--- config.mk ---
export PLATFORM = sky130hd
export DESIGN_NAME = timer_based_uart_8n1
export DESIGN_NICKNAME = d
export VERILOG_FILES = /design/src/hw/rtl/uart_pkg.sv /design/src/hw/rtl/timer_based_uart_8n1.sv
export SDC_FILE = /design/constraint.sdc
export NUM_CORES = 1
export LEC_CHECK = 0
export ABC_AREA = 1
export ABC_CLOCK_PERIOD_IN_PS = 3800
export BUFFER_PORTS_ARGS = -buffer_cell sky130_fd_sc_hd__buf_2
export CAP_MARGIN = 20
export CORE_MARGIN = 2
export CORE_UTILIZATION = 40
export CTS_CLUSTER_DIAMETER = 60
export DETAILED_ROUTE_END_ITERATION = 7
export SYNTH_ARGS = -nofsm -noshare
export SYNTH_HDL_FRONTEND = slang
export SYNTH_SLANG_ARGS = --single-unit
--- constraint.sdc ---
create_clock -name clk -period 3.8 [get_ports clk]
set_input_delay 0.19 -clock clk [delete_from_list [all_inputs] [get_ports clk]]
set_output_delay 0.19 -clock clk [all_outputs]
set_load 0.01 [all_outputs]
--- src/hw/rtl/uart_pkg.sv ---
`timescale 1ns / 1ps

package uart_pkg;

    localparam int DATA_BITS   = 8;
    localparam int TIMER_WIDTH = 16;

    // Widths of the configuration port
    localparam int CFG_INDEX_W = 3;
    localparam int CFG_DATA_W  = 16;

    // Request kinds
    localparam logic [1:0] KIND_TICK = 2'd0;
    localparam logic [1:0] KIND_SEND = 2'd1;
    localparam logic [1:0] KIND_ACK  = 2'd2;

    // Register indexes
    localparam logic [CFG_INDEX_W-1:0] REG_RX_BIT_TIME      = 3'd0;
    localparam logic [CFG_INDEX_W-1:0] REG_RX_HALF_BIT_TIME = 3'd1;
    localparam logic [CFG_INDEX_W-1:0] REG_TX_BIT_TIME      = 3'd2;
    localparam logic [CFG_INDEX_W-1:0] REG_TX_STOP_TIME     = 3'd3;
    localparam logic [CFG_INDEX_W-1:0] REG_TX_START_DELAY   = 3'd4;

    // Register reset values
    localparam int RST_RX_BIT_TIME      = 1666;
    localparam int RST_RX_HALF_BIT_TIME = 833;
    localparam int RST_TX_BIT_TIME      = 1650;
    localparam int RST_TX_STOP_TIME     = 1333;
    localparam int RST_TX_START_DELAY   = 14;

    typedef struct packed {
        logic [1:0] kind;
        logic       rx_level;
        logic [7:0] tx_byte;
    } in_item_t;

    typedef struct packed {
        logic       tx_level;
        logic       tx_busy;
        logic [7:0] rx_byte;
        logic       rx_valid;
        logic       rx_done;
        logic       overrun;
    } out_item_t;

endpackage

--- src/hw/rtl/timer_based_uart_8n1.sv ---
// Full-duplex 8N1 UART advanced by tick requests.
// Input channel (in_valid/in_ready/in_data): each request is a timer tick
// (samples rx_level, advances both timers), a send request (starts a frame
// with tx_byte unless one is in flight) or an acknowledge (clears rx_valid).
// Output channel (out_valid/out_ready/out_data): exactly one result per
// request, the line and receiver state after that request; rx_done marks
// the tick on which a byte completed, overrun is sticky until reset.
// Configuration channel (cfg_valid/cfg_ready/cfg_index/cfg_data) writes the
// bit timings; cfg_ready is always high, write only while idle.
// A request's result is written to the output register at the edge that accepts
// it. Throughput is one request per cycle while results are taken, set by the
// single state update between the state registers and the result register.
// in_ready is high while the result register is empty or being
// taken, so a stalled receiver holds its result and blocks only new input.
// Reset puts the transmit line idle high, the receiver waiting for a start
// edge, all flags low and the timing registers at their default values.
`timescale 1ns / 1ps

module timer_based_uart_8n1 #(
    parameter int TIMER_WIDTH = uart_pkg::TIMER_WIDTH
) (
    input  logic                               clk,
    input  logic                               rst_n,
    input  logic                               in_valid,
    output logic                               in_ready,
    input  uart_pkg::in_item_t                 in_data,
    output logic                               out_valid,
    input  logic                               out_ready,
    output uart_pkg::out_item_t                out_data,
    input  logic                               cfg_valid,
    output logic                               cfg_ready,
    input  logic [uart_pkg::CFG_INDEX_W-1:0]   cfg_index,
    input  logic [uart_pkg::CFG_DATA_W-1:0]    cfg_data
);

    localparam int DB   = uart_pkg::DATA_BITS;
    // Bit and stop time registers keep the low bits of the 16-bit write, at most TIMER_WIDTH
    localparam int CW   = (TIMER_WIDTH < uart_pkg::CFG_DATA_W) ? TIMER_WIDTH
                                                              : uart_pkg::CFG_DATA_W;
    localparam int DW   = 8;
    localparam int RXCW = CW + 1;
    localparam int RBW  = $clog2(DB + 1);
    localparam int TBW  = $clog2(DB + 4);
    localparam logic [RBW-1:0] RX_BITS_INIT = RBW'(DB);
    localparam logic [TBW-1:0] TX_BITS_INIT = TBW'(DB + 3);
    localparam logic [TBW-1:0] TX_BITS_ONE  = TBW'(1);

    // Timing registers
    logic [CW-1:0] rx_bit_time_reg;
    logic [CW-1:0] rx_half_bit_time_reg;
    logic [CW-1:0] tx_bit_time_reg;
    logic [CW-1:0] tx_stop_time_reg;
    logic [DW-1:0] tx_start_delay_reg;

    // Receiver state
    logic            rx_active_reg,    rx_active_next;
    logic            rx_prev_reg,      rx_prev_next;
    logic [RXCW-1:0] rx_count_reg,     rx_count_next;
    logic [DB-1:0]   rx_shift_reg,     rx_shift_next;
    logic [RBW-1:0]  rx_bits_reg,      rx_bits_next;
    logic [DB-1:0]   rx_hold_reg,      rx_hold_next;
    logic            rx_valid_reg,     rx_valid_next;
    logic            overrun_reg,      overrun_next;

    // Transmitter state; upper frame bits are all ones, so only start and data are kept
    logic [CW-1:0]   tx_count_reg,     tx_count_next;
    logic [DB:0]     tx_shift_reg,     tx_shift_next;
    logic [TBW-1:0]  tx_bits_reg,      tx_bits_next;
    logic            tx_line_reg,      tx_line_next;
    logic            tx_active_reg,    tx_active_next;

    logic                out_valid_reg;
    uart_pkg::out_item_t out_reg, out_next;

    logic            accept;
    logic            rx_done;
    logic [RBW-1:0]  rx_bits_dec;
    logic [TBW-1:0]  tx_bits_dec;

    assign in_ready  = !out_valid_reg || out_ready;
    assign accept    = in_valid && in_ready;
    assign cfg_ready = 1'b1;
    assign out_valid = out_valid_reg;
    assign out_data  = out_reg;

    always_ff @(posedge clk or negedge rst_n)
    begin
        if (!rst_n)
        begin
            rx_bit_time_reg      <= CW'(uart_pkg::RST_RX_BIT_TIME);
            rx_half_bit_time_reg <= CW'(uart_pkg::RST_RX_HALF_BIT_TIME);
            tx_bit_time_reg      <= CW'(uart_pkg::RST_TX_BIT_TIME);
            tx_stop_time_reg     <= CW'(uart_pkg::RST_TX_STOP_TIME);
            tx_start_delay_reg   <= DW'(uart_pkg::RST_TX_START_DELAY);
        end
        else if (cfg_valid)
        begin
            unique case (cfg_index)
                uart_pkg::REG_RX_BIT_TIME:      rx_bit_time_reg      <= cfg_data[CW-1:0];
                uart_pkg::REG_RX_HALF_BIT_TIME: rx_half_bit_time_reg <= cfg_data[CW-1:0];
                uart_pkg::REG_TX_BIT_TIME:      tx_bit_time_reg      <= cfg_data[CW-1:0];
                uart_pkg::REG_TX_STOP_TIME:     tx_stop_time_reg     <= cfg_data[CW-1:0];
                uart_pkg::REG_TX_START_DELAY:   tx_start_delay_reg   <= cfg_data[DW-1:0];
                default: ;
            endcase
        end
    end

    always_comb
    begin
        rx_active_next = rx_active_reg;
        rx_prev_next   = rx_prev_reg;
        rx_count_next  = rx_count_reg;
        rx_shift_next  = rx_shift_reg;
        rx_bits_next   = rx_bits_reg;
        rx_hold_next   = rx_hold_reg;
        rx_valid_next  = rx_valid_reg;
        overrun_next   = overrun_reg;
        tx_count_next  = tx_count_reg;
        tx_shift_next  = tx_shift_reg;
        tx_bits_next   = tx_bits_reg;
        tx_line_next   = tx_line_reg;
        tx_active_next = tx_active_reg;
        rx_done        = 1'b0;
        rx_bits_dec    = (rx_bits_reg != '0) ? rx_bits_reg - RBW'(1) : '0;
        tx_bits_dec    = tx_bits_reg - TBW'(1);

        unique case (in_data.kind)
            uart_pkg::KIND_TICK:
            begin
                // Receiver: a count of zero or one expires on this tick
                if (rx_active_reg)
                begin
                    if (rx_count_reg[RXCW-1:1] == '0)
                    begin
                        rx_shift_next = {in_data.rx_level, rx_shift_reg[DB-1:1]};
                        rx_count_next = RXCW'(rx_bit_time_reg);
                        rx_bits_next  = rx_bits_dec;
                        if (rx_bits_dec == '0)
                        begin
                            rx_hold_next   = rx_shift_next;
                            overrun_next   = overrun_reg || rx_valid_reg;
                            rx_valid_next  = 1'b1;
                            rx_done        = 1'b1;
                            rx_bits_next   = RX_BITS_INIT;
                            rx_active_next = 1'b0;
                        end
                    end
                    else
                    begin
                        rx_count_next = rx_count_reg - RXCW'(1);
                    end
                end
                else if (rx_prev_reg && !in_data.rx_level)
                begin
                    // Start edge: wait one and a half bits to reach mid data bit
                    rx_active_next = 1'b1;
                    rx_count_next  = RXCW'(rx_bit_time_reg) + RXCW'(rx_half_bit_time_reg);
                end
                rx_prev_next = in_data.rx_level;

                // Transmitter
                if (tx_active_reg)
                begin
                    if (tx_count_reg[CW-1:1] == '0)
                    begin
                        tx_count_next = '0;
                        if (tx_bits_reg <= TX_BITS_ONE)
                        begin
                            tx_active_next = 1'b0;
                            tx_bits_next   = '0;
                            tx_line_next   = 1'b1;
                        end
                        else
                        begin
                            tx_line_next  = tx_shift_reg[0];
                            tx_shift_next = {1'b1, tx_shift_reg[DB:1]};
                            tx_bits_next  = tx_bits_dec;
                            tx_count_next = (tx_bits_dec == TX_BITS_ONE) ? tx_stop_time_reg
                                                                         : tx_bit_time_reg;
                        end
                    end
                    else
                    begin
                        tx_count_next = tx_count_reg - CW'(1);
                    end
                end
            end
            uart_pkg::KIND_SEND:
            begin
                // Drop the request while a frame is in flight
                if (!tx_active_reg)
                begin
                    tx_active_next = 1'b1;
                    tx_count_next  = CW'(tx_start_delay_reg);
                    tx_bits_next   = TX_BITS_INIT;
                    tx_shift_next  = {in_data.tx_byte[DB-1:0], 1'b0};
                end
            end
            uart_pkg::KIND_ACK:
            begin
                rx_valid_next = 1'b0;
            end
            default: ;
        endcase

        out_next.tx_level = tx_line_next;
        out_next.tx_busy  = tx_active_next;
        out_next.rx_byte  = 8'(rx_hold_next);
        out_next.rx_valid = rx_valid_next;
        out_next.rx_done  = rx_done;
        out_next.overrun  = overrun_next;
    end

    always_ff @(posedge clk or negedge rst_n)
    begin
        if (!rst_n)
        begin
            rx_active_reg <= 1'b0;
            rx_prev_reg   <= 1'b1;
            rx_count_reg  <= '0;
            rx_shift_reg  <= '0;
            rx_bits_reg   <= RX_BITS_INIT;
            rx_hold_reg   <= '0;
            rx_valid_reg  <= 1'b0;
            overrun_reg   <= 1'b0;
            tx_count_reg  <= '0;
            tx_shift_reg  <= '0;
            tx_bits_reg   <= '0;
            tx_line_reg   <= 1'b1;
            tx_active_reg <= 1'b0;
            out_valid_reg <= 1'b0;
        end
        else
        begin
            if (accept)
            begin
                rx_active_reg <= rx_active_next;
                rx_prev_reg   <= rx_prev_next;
                rx_count_reg  <= rx_count_next;
                rx_shift_reg  <= rx_shift_next;
                rx_bits_reg   <= rx_bits_next;
                rx_hold_reg   <= rx_hold_next;
                rx_valid_reg  <= rx_valid_next;
                overrun_reg   <= overrun_next;
                tx_count_reg  <= tx_count_next;
                tx_shift_reg  <= tx_shift_next;
                tx_bits_reg   <= tx_bits_next;
                tx_line_reg   <= tx_line_next;
                tx_active_reg <= tx_active_next;
                out_valid_reg <= 1'b1;
            end
            else if (out_ready)
            begin
                out_valid_reg <= 1'b0;
            end
        end
    end

    always_ff @(posedge clk)
    begin
        if (accept)
        begin
            out_reg <= out_next;
        end
    end

    // Overrun never clears once set
    a_overrun_sticky: assert property (@(posedge clk) disable iff (!rst_n)
        overrun_reg |=> overrun_reg)
        else $error("overrun flag cleared");

    // A completed byte is always reported as valid
    a_done_valid: assert property (@(posedge clk) disable iff (!rst_n)
        out_valid_reg && out_reg.rx_done |-> out_reg.rx_valid)
        else $error("rx_done without rx_valid");

    // Idle transmitter holds the line high
    a_tx_idle_high: assert property (@(posedge clk) disable iff (!rst_n)
        !tx_active_reg |-> tx_line_reg)
        else $error("tx line low while idle");

    // Acknowledge clears the valid flag
    a_ack_clears: assert property (@(posedge clk) disable iff (!rst_n)
        accept && in_data.kind == uart_pkg::KIND_ACK |=> !rx_valid_reg)
        else $error("acknowledge did not clear rx_valid");

endmodule
==> key figures, run 1 <==
Worst setup path
  • Worst Setup Start Kind: flop
  • Crit. End Element: flop
  • Largest stage delay, worst path: 540 ps
  • CP arrival: 2880 ps
  • CP max FO: 19
  • Delay-heaviest family, CP: simple AND/OR/NAND/NOR gates
  • Worst setup path category: reg2reg
  • Worst setup path start: tx_bits_reg[0]
  • FF-to-FF Start: tx_bits_reg[0]
  • Critical path required time: 4120 ps
  • Cell Chain, Critical Path: inv_1 -> nand3_1 -> nand2_1 -> nand2_1 -> inv_1 -> nand2_1 -> or2_2 -> nand3_1 -> nand2_1 -> nand2_1 -> nand2_1
  • Most frequent CP cell: nand2_1
  • CP max stage cell: nand2_1
  • Bufs and invs on worst path: 2

Timing
  • Slew @ Worst Pin: 948 ps
  • Clock Skews: 7.94 ps
  • Tcrit/Tclk final: 67.3%
  • Max-slew violations: 0
  • Endpoints failing setup: 0
  • Slew Limit Headroom: 36.8%
  • Timing-limited maximum frequency: 391 MHz
  • TNS Setup: 0 ps
  • Final Hold Viols: 0
  • Setup ws final: 1240 ps
  • RSZ-0062 raised after global routing: no
  • Min Tclk post-route: 2560 ps

Placed design
  • Worst slack at placement: 1310 ps
  • Final Wtd Congestion: 0.901
  • Input/output buffers: 49
  • DP HPWL: 15300 µm

Status
  • Outcome: complete, no violations

Power and ir drop
  • Maximum vdd ir drop: 0.000371 V
  • Pwr Density: 639 nW/µm²
  • Total Power: 6.28 mW
  • Lkg Pwr: 4.89 nW

Die
  • Initial Util: 41.0%
  • Die W: 151 µm
  • Core area: 21200 µm²
  • Core Rows: 53
  • Die Y: 151 µm
  • Die Area: 22900 µm²
  • Io pins: 51

Synth
  • Synth Register Bits: 157
  • Synth top area cells: dfrtp_1 (34%), nand2_1 (15%), o21ai_0 (7.9%)
  • Synth Area in Adders: 3.26%
  • Mux contribution to synthesized area: 0.807%
  • Yosys top cell by area: dfrtp_1
  • Sequential share of the synthesized area: 46.4%
  • Synth Warn #: 0
  • Netlist cell types: 45
  • Main combinational cell family by area after synthesis: simple AND/OR/NAND/NOR gates
  • Mean Syn Cell Area: 7.66 µm²
  • Ys async rst share: 91.7%
  • Most frequent cell after synthesis: nand2_1
  • Simple-Gate Fraction of Synth Area: 26.9%
  • Top post-synthesis cells by count: nand2_1 (346), o21ai_0 (137), inv_1 (126)
  • EDFF count, synth: 13
  • Top_reg_cell synth: dfrtp_1
  • Synth Instances: 1133
  • Post-Synth XOR/XNOR Area: 1.21%
  • Top cell type's share of synthesized area: 34.0%
  • Syn Nets: 1190
  • Cell Area, Synth: 8680 µm²
  • Compound-cell area share of the yosys netlist: 13.7%

Finish
  • Area of the multi-input gates: 3980 µm²
  • Synthesis-to-finish area growth: 13.3%
  • FF/Latch Area: 4030 µm²
  • Fillers: 2078
  • ANT cells: 0
  • Max reg flops: 17
  • Final nets: 1232
  • Share of cells above drive strength 1: 13.7%

Routing
  • DR DRC count: 0
  • Final ANT Viol Nets: 0
  • DR pass1 iterations: 5
  • First DRT Iteration DRCs: 534
  • Final wirelength: 21300 µm
  • Routed via count: 7326
  • Average vias per placed instance: 5.01
  • Mean routed wirelength per cell: 14.6 µm

Global route
  • First-pass GRT wire length: 35200 µm
  • M2 GR Usage: 29.5%
  • Tot GR Track Use: 19.7%
  • Gr busiest metal: met2
  • Vias in the first global route: 6764
  • Pin count of the biggest net entering global routing: 100
  • Overflow after GRT: 0
  • Met1 Usage GRT: 29.0%
  • GR Util met3: 3.61%
  • Initial antenna violation count: 0

Clock network
  • CTS Root Cell: clkbuf_16
  • H-tree depth: 4
  • Worst-Skew Late Latency: 430 ps
  • Post-CTS Resized: 0
  • Worst-path clk slew: 60 ps
  • Setup Fix Bufs, Post-CTS: 0
  • CTS Hold Bufs: 1
  • CTS sink cnt: 157
  • CTS buffer count: 17
  • Max Buffers Root-to-Sink: 2
  • TritonCTS clock tree: done

Hold path
  • HP Start: in_data[7]
  • Worst hold path type: in2reg

Run
  • Max cap viols: 0
-- report_power, final --
part / internal (mW) / switching (mW) / total (mW)
sequential: 2.11 / 0.330 / 2.44
combinational: 0.720 / 1.27 / 1.99
clock: 1.14 / 0.715 / 1.86
-- metal layers --
| metal | part of all wire [%] | routed length [µm] |
|---|---|---|
| met2 | 44 | 9470 |
| met3 | 4.1 | 878 |
| met4 | 1.9 | 396 |
| met5 | 0 | 0 |
| met1 | 50 | 10600 |
-- cells by family after synthesis --
kind of cell | count (synthesis)
compound gates | 218
xor+xnor | 12
fa+ha+maj | 22
buf+inv | 166
flops | 157
mux | 7
other cells | 1
simple gates | 550
-- worst paths after layout --
path                            cells past startpoint               end  slack (ps)
worst min register to register                      2       overrun_reg         470
worst max-delay path                               11  tx_count_reg[12]        1240
max in group asynchronous                           3       rx_prev_reg        2390
worst min-delay path                                3   tx_shift_reg[8]          20
min in group asynchronous                           2   tx_shift_reg[4]         430
worst max register to register                     11  tx_count_reg[12]        1240
-- metrics by stage --
step / instances / area, µm² / hold WS [ps] / util [%]
finish: 1463 / 9830 / 23.8 / 46.5
global route: 1463 / 9830 / 31.2 / 46.5
CTS: 1460 / 9790 / 10.5 / 46.3
detailed placement: 1427 / 9140 / 367 / 43.2
global placement: 1427 / 9140 / 369 / 43.2
floorplan: 1133 / 8680 / -106 / -
-- cell usage in the layout (no fill, tap or decap), types with 4 or more instances in the layout --
master,count
nand2_1,346
o21ai_0,137
inv_1,126
dfrtp_1,118
nor2_1,80
nand3_1,68
buf_2,48
a21oi_1,43
dfstp_2,26
ha_1,21
clkbuf_16,18
or2_2,13
edfxtp_1,13
xor2_1,10
nand3b_1,9
o21ai_2,9
nor2_2,8
mux2i_1,7
nor3_1,6
o21ai_1,6
nand2_2,6
a21boi_0,5
nand4_1,4
nor2_4,4
inv_2,4
bufinv_16,4
buf_4,4
-- layout make-up --
type	instances	area share [%]
clock buffers	19	4.62
multi-input cells	810	40.5
well taps	275	3.50
inverters	132	5.10
clock inverters	13	1.87
flip-flops and latches	157	41.0
repair buffers	57	3.42
-- tightest hold or removal path, stage by stage --
cell     delay, ps
buf_2           80
nor2_1          30
o21ai_1        110
(Power assumes the default switching activity.)
==> run 2: changes to the inputs <==
ABC_CLOCK_PERIOD_IN_PS = 2300   (was 3800)
clock period = 2.3 ns   (was 3.8 ns; I/O delays follow)
==> run 2 against run 1 <==
  * Critical path type unchanged
  * Critical path depth shrank 1
  * Count of clock-buffer cells in the layout grew 2
  * Critical endpoint is now tx_count_reg[3]
  * Die area is the same
  * Wire length shrank 2.9%
  * Power grew 64%
  * Via count grew 0.35%
  * Design area grew 1.8%
  * Global-route usage shrank 0.58 points
  * Register-to-register slack lost 1000 ps
==> key figures, run 2 (synthesized netlist as in run 1, its figures left out) <==
Status
  • Outcome: complete, no violations (unchanged)

Global route
  • First-pass GRT wire length: 34200 µm (was 35200 µm)
  • Tot GR Track Use: 19.1% (was 19.7%)
  • Overflow after GRT: 0 (unchanged)
  • Initial antenna violation count: 0 (unchanged)
  • Pin count of the biggest net entering global routing: 65 (was 100)
  • Vias in the first global route: 6599 (was 6764)

Placed design
  • Worst slack at placement: 175 ps (was 1310 ps)
  • DP HPWL: 14800 µm (was 15300 µm)
  • Post-DP Area: 9280 µm² (was 9140 µm²)
  • Final Wtd Congestion: 0.880 (was 0.901)
  • Input/output buffers: 49 (unchanged)

Power and ir drop
  • Lkg Pwr: 4.98 nW (was 4.89 nW)
  • Switching Share: 37.3% (was 36.8%)
  • Gate power share: 33.0% (was 31.7%)
  • P_sw: 3.85 mW (was 2.31 mW)
  • Int Pwr: 6.47 mW (was 3.97 mW)
  • Pwr Density: 1030 nW/µm² (was 639 nW/µm²)
  • Seq pwr share: 39.0% (was 38.8%)
  • Maximum vdd ir drop: 0.000563 V (was 0.000371 V)
  • Clk pwr share: 28.0% (was 29.5%)
  • Total Power: 10.3 mW (was 6.28 mW)

Clock network
  • TritonCTS clock tree: done (unchanged)
  • CTS Root Cell: clkbuf_16 (unchanged)
  • Worst-Skew Late Latency: 430 ps (about the same)
  • Max Buffers Root-to-Sink: 2 (unchanged)
  • CTS sink cnt: 157 (unchanged)
  • Worst-path clk slew: 60 ps (about the same)
  • CTS buffer count: 17 (unchanged)
  • H-tree depth: 4 (unchanged)

Hold path
  • HP Start: in_data[0] (was in_data[7])
  • Worst hold path type: in2reg (unchanged)
  • Hold Path Sink: tx_shift_reg[1] (was tx_shift_reg[8])
  • Hold-critical path depth: 3 (unchanged)

Finish
  • Commonest non-fill, non-tap cell in the layout: nand2_1 (unchanged)
  • Share of cells above drive strength 1: 14.6% (was 13.7%)
  • Max reg flops: 17 (unchanged)
  • ANT cells: 0 (unchanged)
  • Synthesis-to-finish area growth: 15.3% (was 13.3%)
  • Final Instance Area: 10000 µm² (was 9830 µm²)
  • Final nets: 1257 (was 1232)
  • Leading cell types in the layout, fill and taps excluded: nand2_1 (346), o21ai_0 (137), inv_1 (126), dfrtp_1 (118), nor2_1 (80) (unchanged)

Timing
  • Slew Limit Headroom: 50.3% (was 36.8%)
  • Final Hold Viols: 0 (unchanged)
  • Clock Skews: 7.36 ps (was 7.94 ps)
  • Min Tclk post-route: 2090 ps (was 2560 ps)
  • TNS Setup: 0 ps (unchanged)
  • RSZ-0062 raised after global routing: no (unchanged)
  • Setup ws final: 209 ps (was 1240 ps)
  • Max-slew violations: 0 (unchanged)
  • Endpoints failing setup: 0 (unchanged)
  • Timing-limited maximum frequency: 478 MHz (was 391 MHz)
  • Slew @ Worst Pin: 744 ps (was 948 ps)
  • Tcrit/Tclk final: 90.9% (was 67.3%)

Die
  • Initial Util: 41.0% (unchanged)
  • Die Area: 22900 µm² (unchanged)
  • Die Y: 151 µm (unchanged)
  • Die W: 151 µm (unchanged)
  • Core Rows: 53 (unchanged)
  • Core area: 21200 µm² (unchanged)
  • Io pins: 51 (unchanged)

Routing
  • Final wirelength: 20700 µm (was 21300 µm)
  • First DRT Iteration DRCs: 437 (was 534)
  • Mean routed wirelength per cell: 13.9 µm (was 14.6 µm)
  • Average vias per placed instance: 4.94 (was 5.01)
  • DR DRC count: 0 (unchanged)
  • DR pass1 iterations: 5 (unchanged)
  • Final ANT Viol Nets: 0 (unchanged)
  • Routed via count: 7352 (was 7326)

Worst setup path
  • Crit. End Element: flop (unchanged)
  • CP max FO: 12 (was 19)
  • Worst Setup Start Kind: flop (unchanged)
  • Critical path required time: 2620 ps (was 4120 ps)
  • R2R cell count: 10 (was 11)
  • Reg2reg end: tx_count_reg[3] (was tx_count_reg[12])
  • Slack of the worst reg-to-reg path: 210 ps (was 1240 ps)
  • Worst setup path category: reg2reg (unchanged)
  • FF-to-FF Start: tx_bits_reg[0] (unchanged)
  • CP arrival: 2410 ps (was 2880 ps)

Run
  • Max cap viols: 0 (unchanged)
[run 2: cell count changes in the layout (fill, tap and decap cells not counted), moves of 2 or more]
cell,previous run,this run
buf_4,4,20
buf_8,3,0
bufinv_16,4,2
dlygate4sd3_1,1,12
[run 2: worst max-delay path: stages, from the launching register on]
cell	delay, ps
dfrtp_1	370
inv_1	100
ha_1	240
xor2_1	180
nor2_1	160
nand2_1	300
buf_4	280
o21ai_0	140
o21ai_0	100
nand2_1	70
nand2_1	40
[run 2: layout make-up]
type / instances / area [µm²]
Fill cell: 2142 / 11100
Inverter: 132 / 502
Clock buffer: 21 / 472
Tap cell: 275 / 344
Clock inverter: 11 / 131
Timing Repair Buffer: 82 / 542
Multi-Input combinational cell: 810 / 3990
Sequential cell: 157 / 4030
[run 2: worst max path at each step]
| stage | start | endpoint | slack (ps) | depth (start not counted) |
|---|---|---|---|---|
| final | tx_bits_reg[0] | tx_count_reg[3] | 210 | 10 |
| after global routing | tx_bits_reg[0] | tx_shift_reg[1] | 30 | 8 |
| after CTS | rx_count_reg[11] | rx_hold_reg[4] | 140 | 10 |
| after detailed placement | rx_count_reg[7] | rx_hold_reg[6] | 170 | 10 |
| after global placement | rx_count_reg[11] | rx_hold_reg[4] | 220 | 10 |
| after floorplan | rx_bit_time_reg[0] | rx_count_reg[4] | 450 | 9 |
[run 2: what timing repair did]
action,4_1_cts,5_1_grt
hold endpoints to repair,58,0
resized for setup,0,1
setup endpoints to repair,0,4
buffers inserted,0,0
hold buffers,12,0
[run 2: stage by stage]
stage | utilization, % | std cells | hold slack [ps]
after detailed placement | 43.9 | 1444 | 137
after CTS | 47.3 | 1488 | 1.57
after floorplan | - | 1133 | -181
after global placement | 43.9 | 1444 | 134
after global routing | 47.3 | 1488 | 25.5
final | 47.3 | 1488 | 13.7
[run 2: metal layers]
metal  up-vias  routed length [µm]  track usage, %
li1       3785                   -               -
met1      3400               10500            29.0
met2       158                9140            28.2
met3         9                 963            3.95
met4         0                  97            3.83
met5         -                   0               0
[run 2: power by group through the flow]
stage / logic (mW) / clock network [mW] / registers, mW
2_1_floorplan: 2.53 / 0 / 3.90
3_3_place_gp: 3.33 / 0 / 4.05
3_5_place_dp: 3.37 / 0 / 4.05
4_1_cts: 3.40 / 2.95 / 4.01
5_1_grt: 3.90 / 3.08 / 4.11
6_report: 3.41 / 2.90 / 4.02
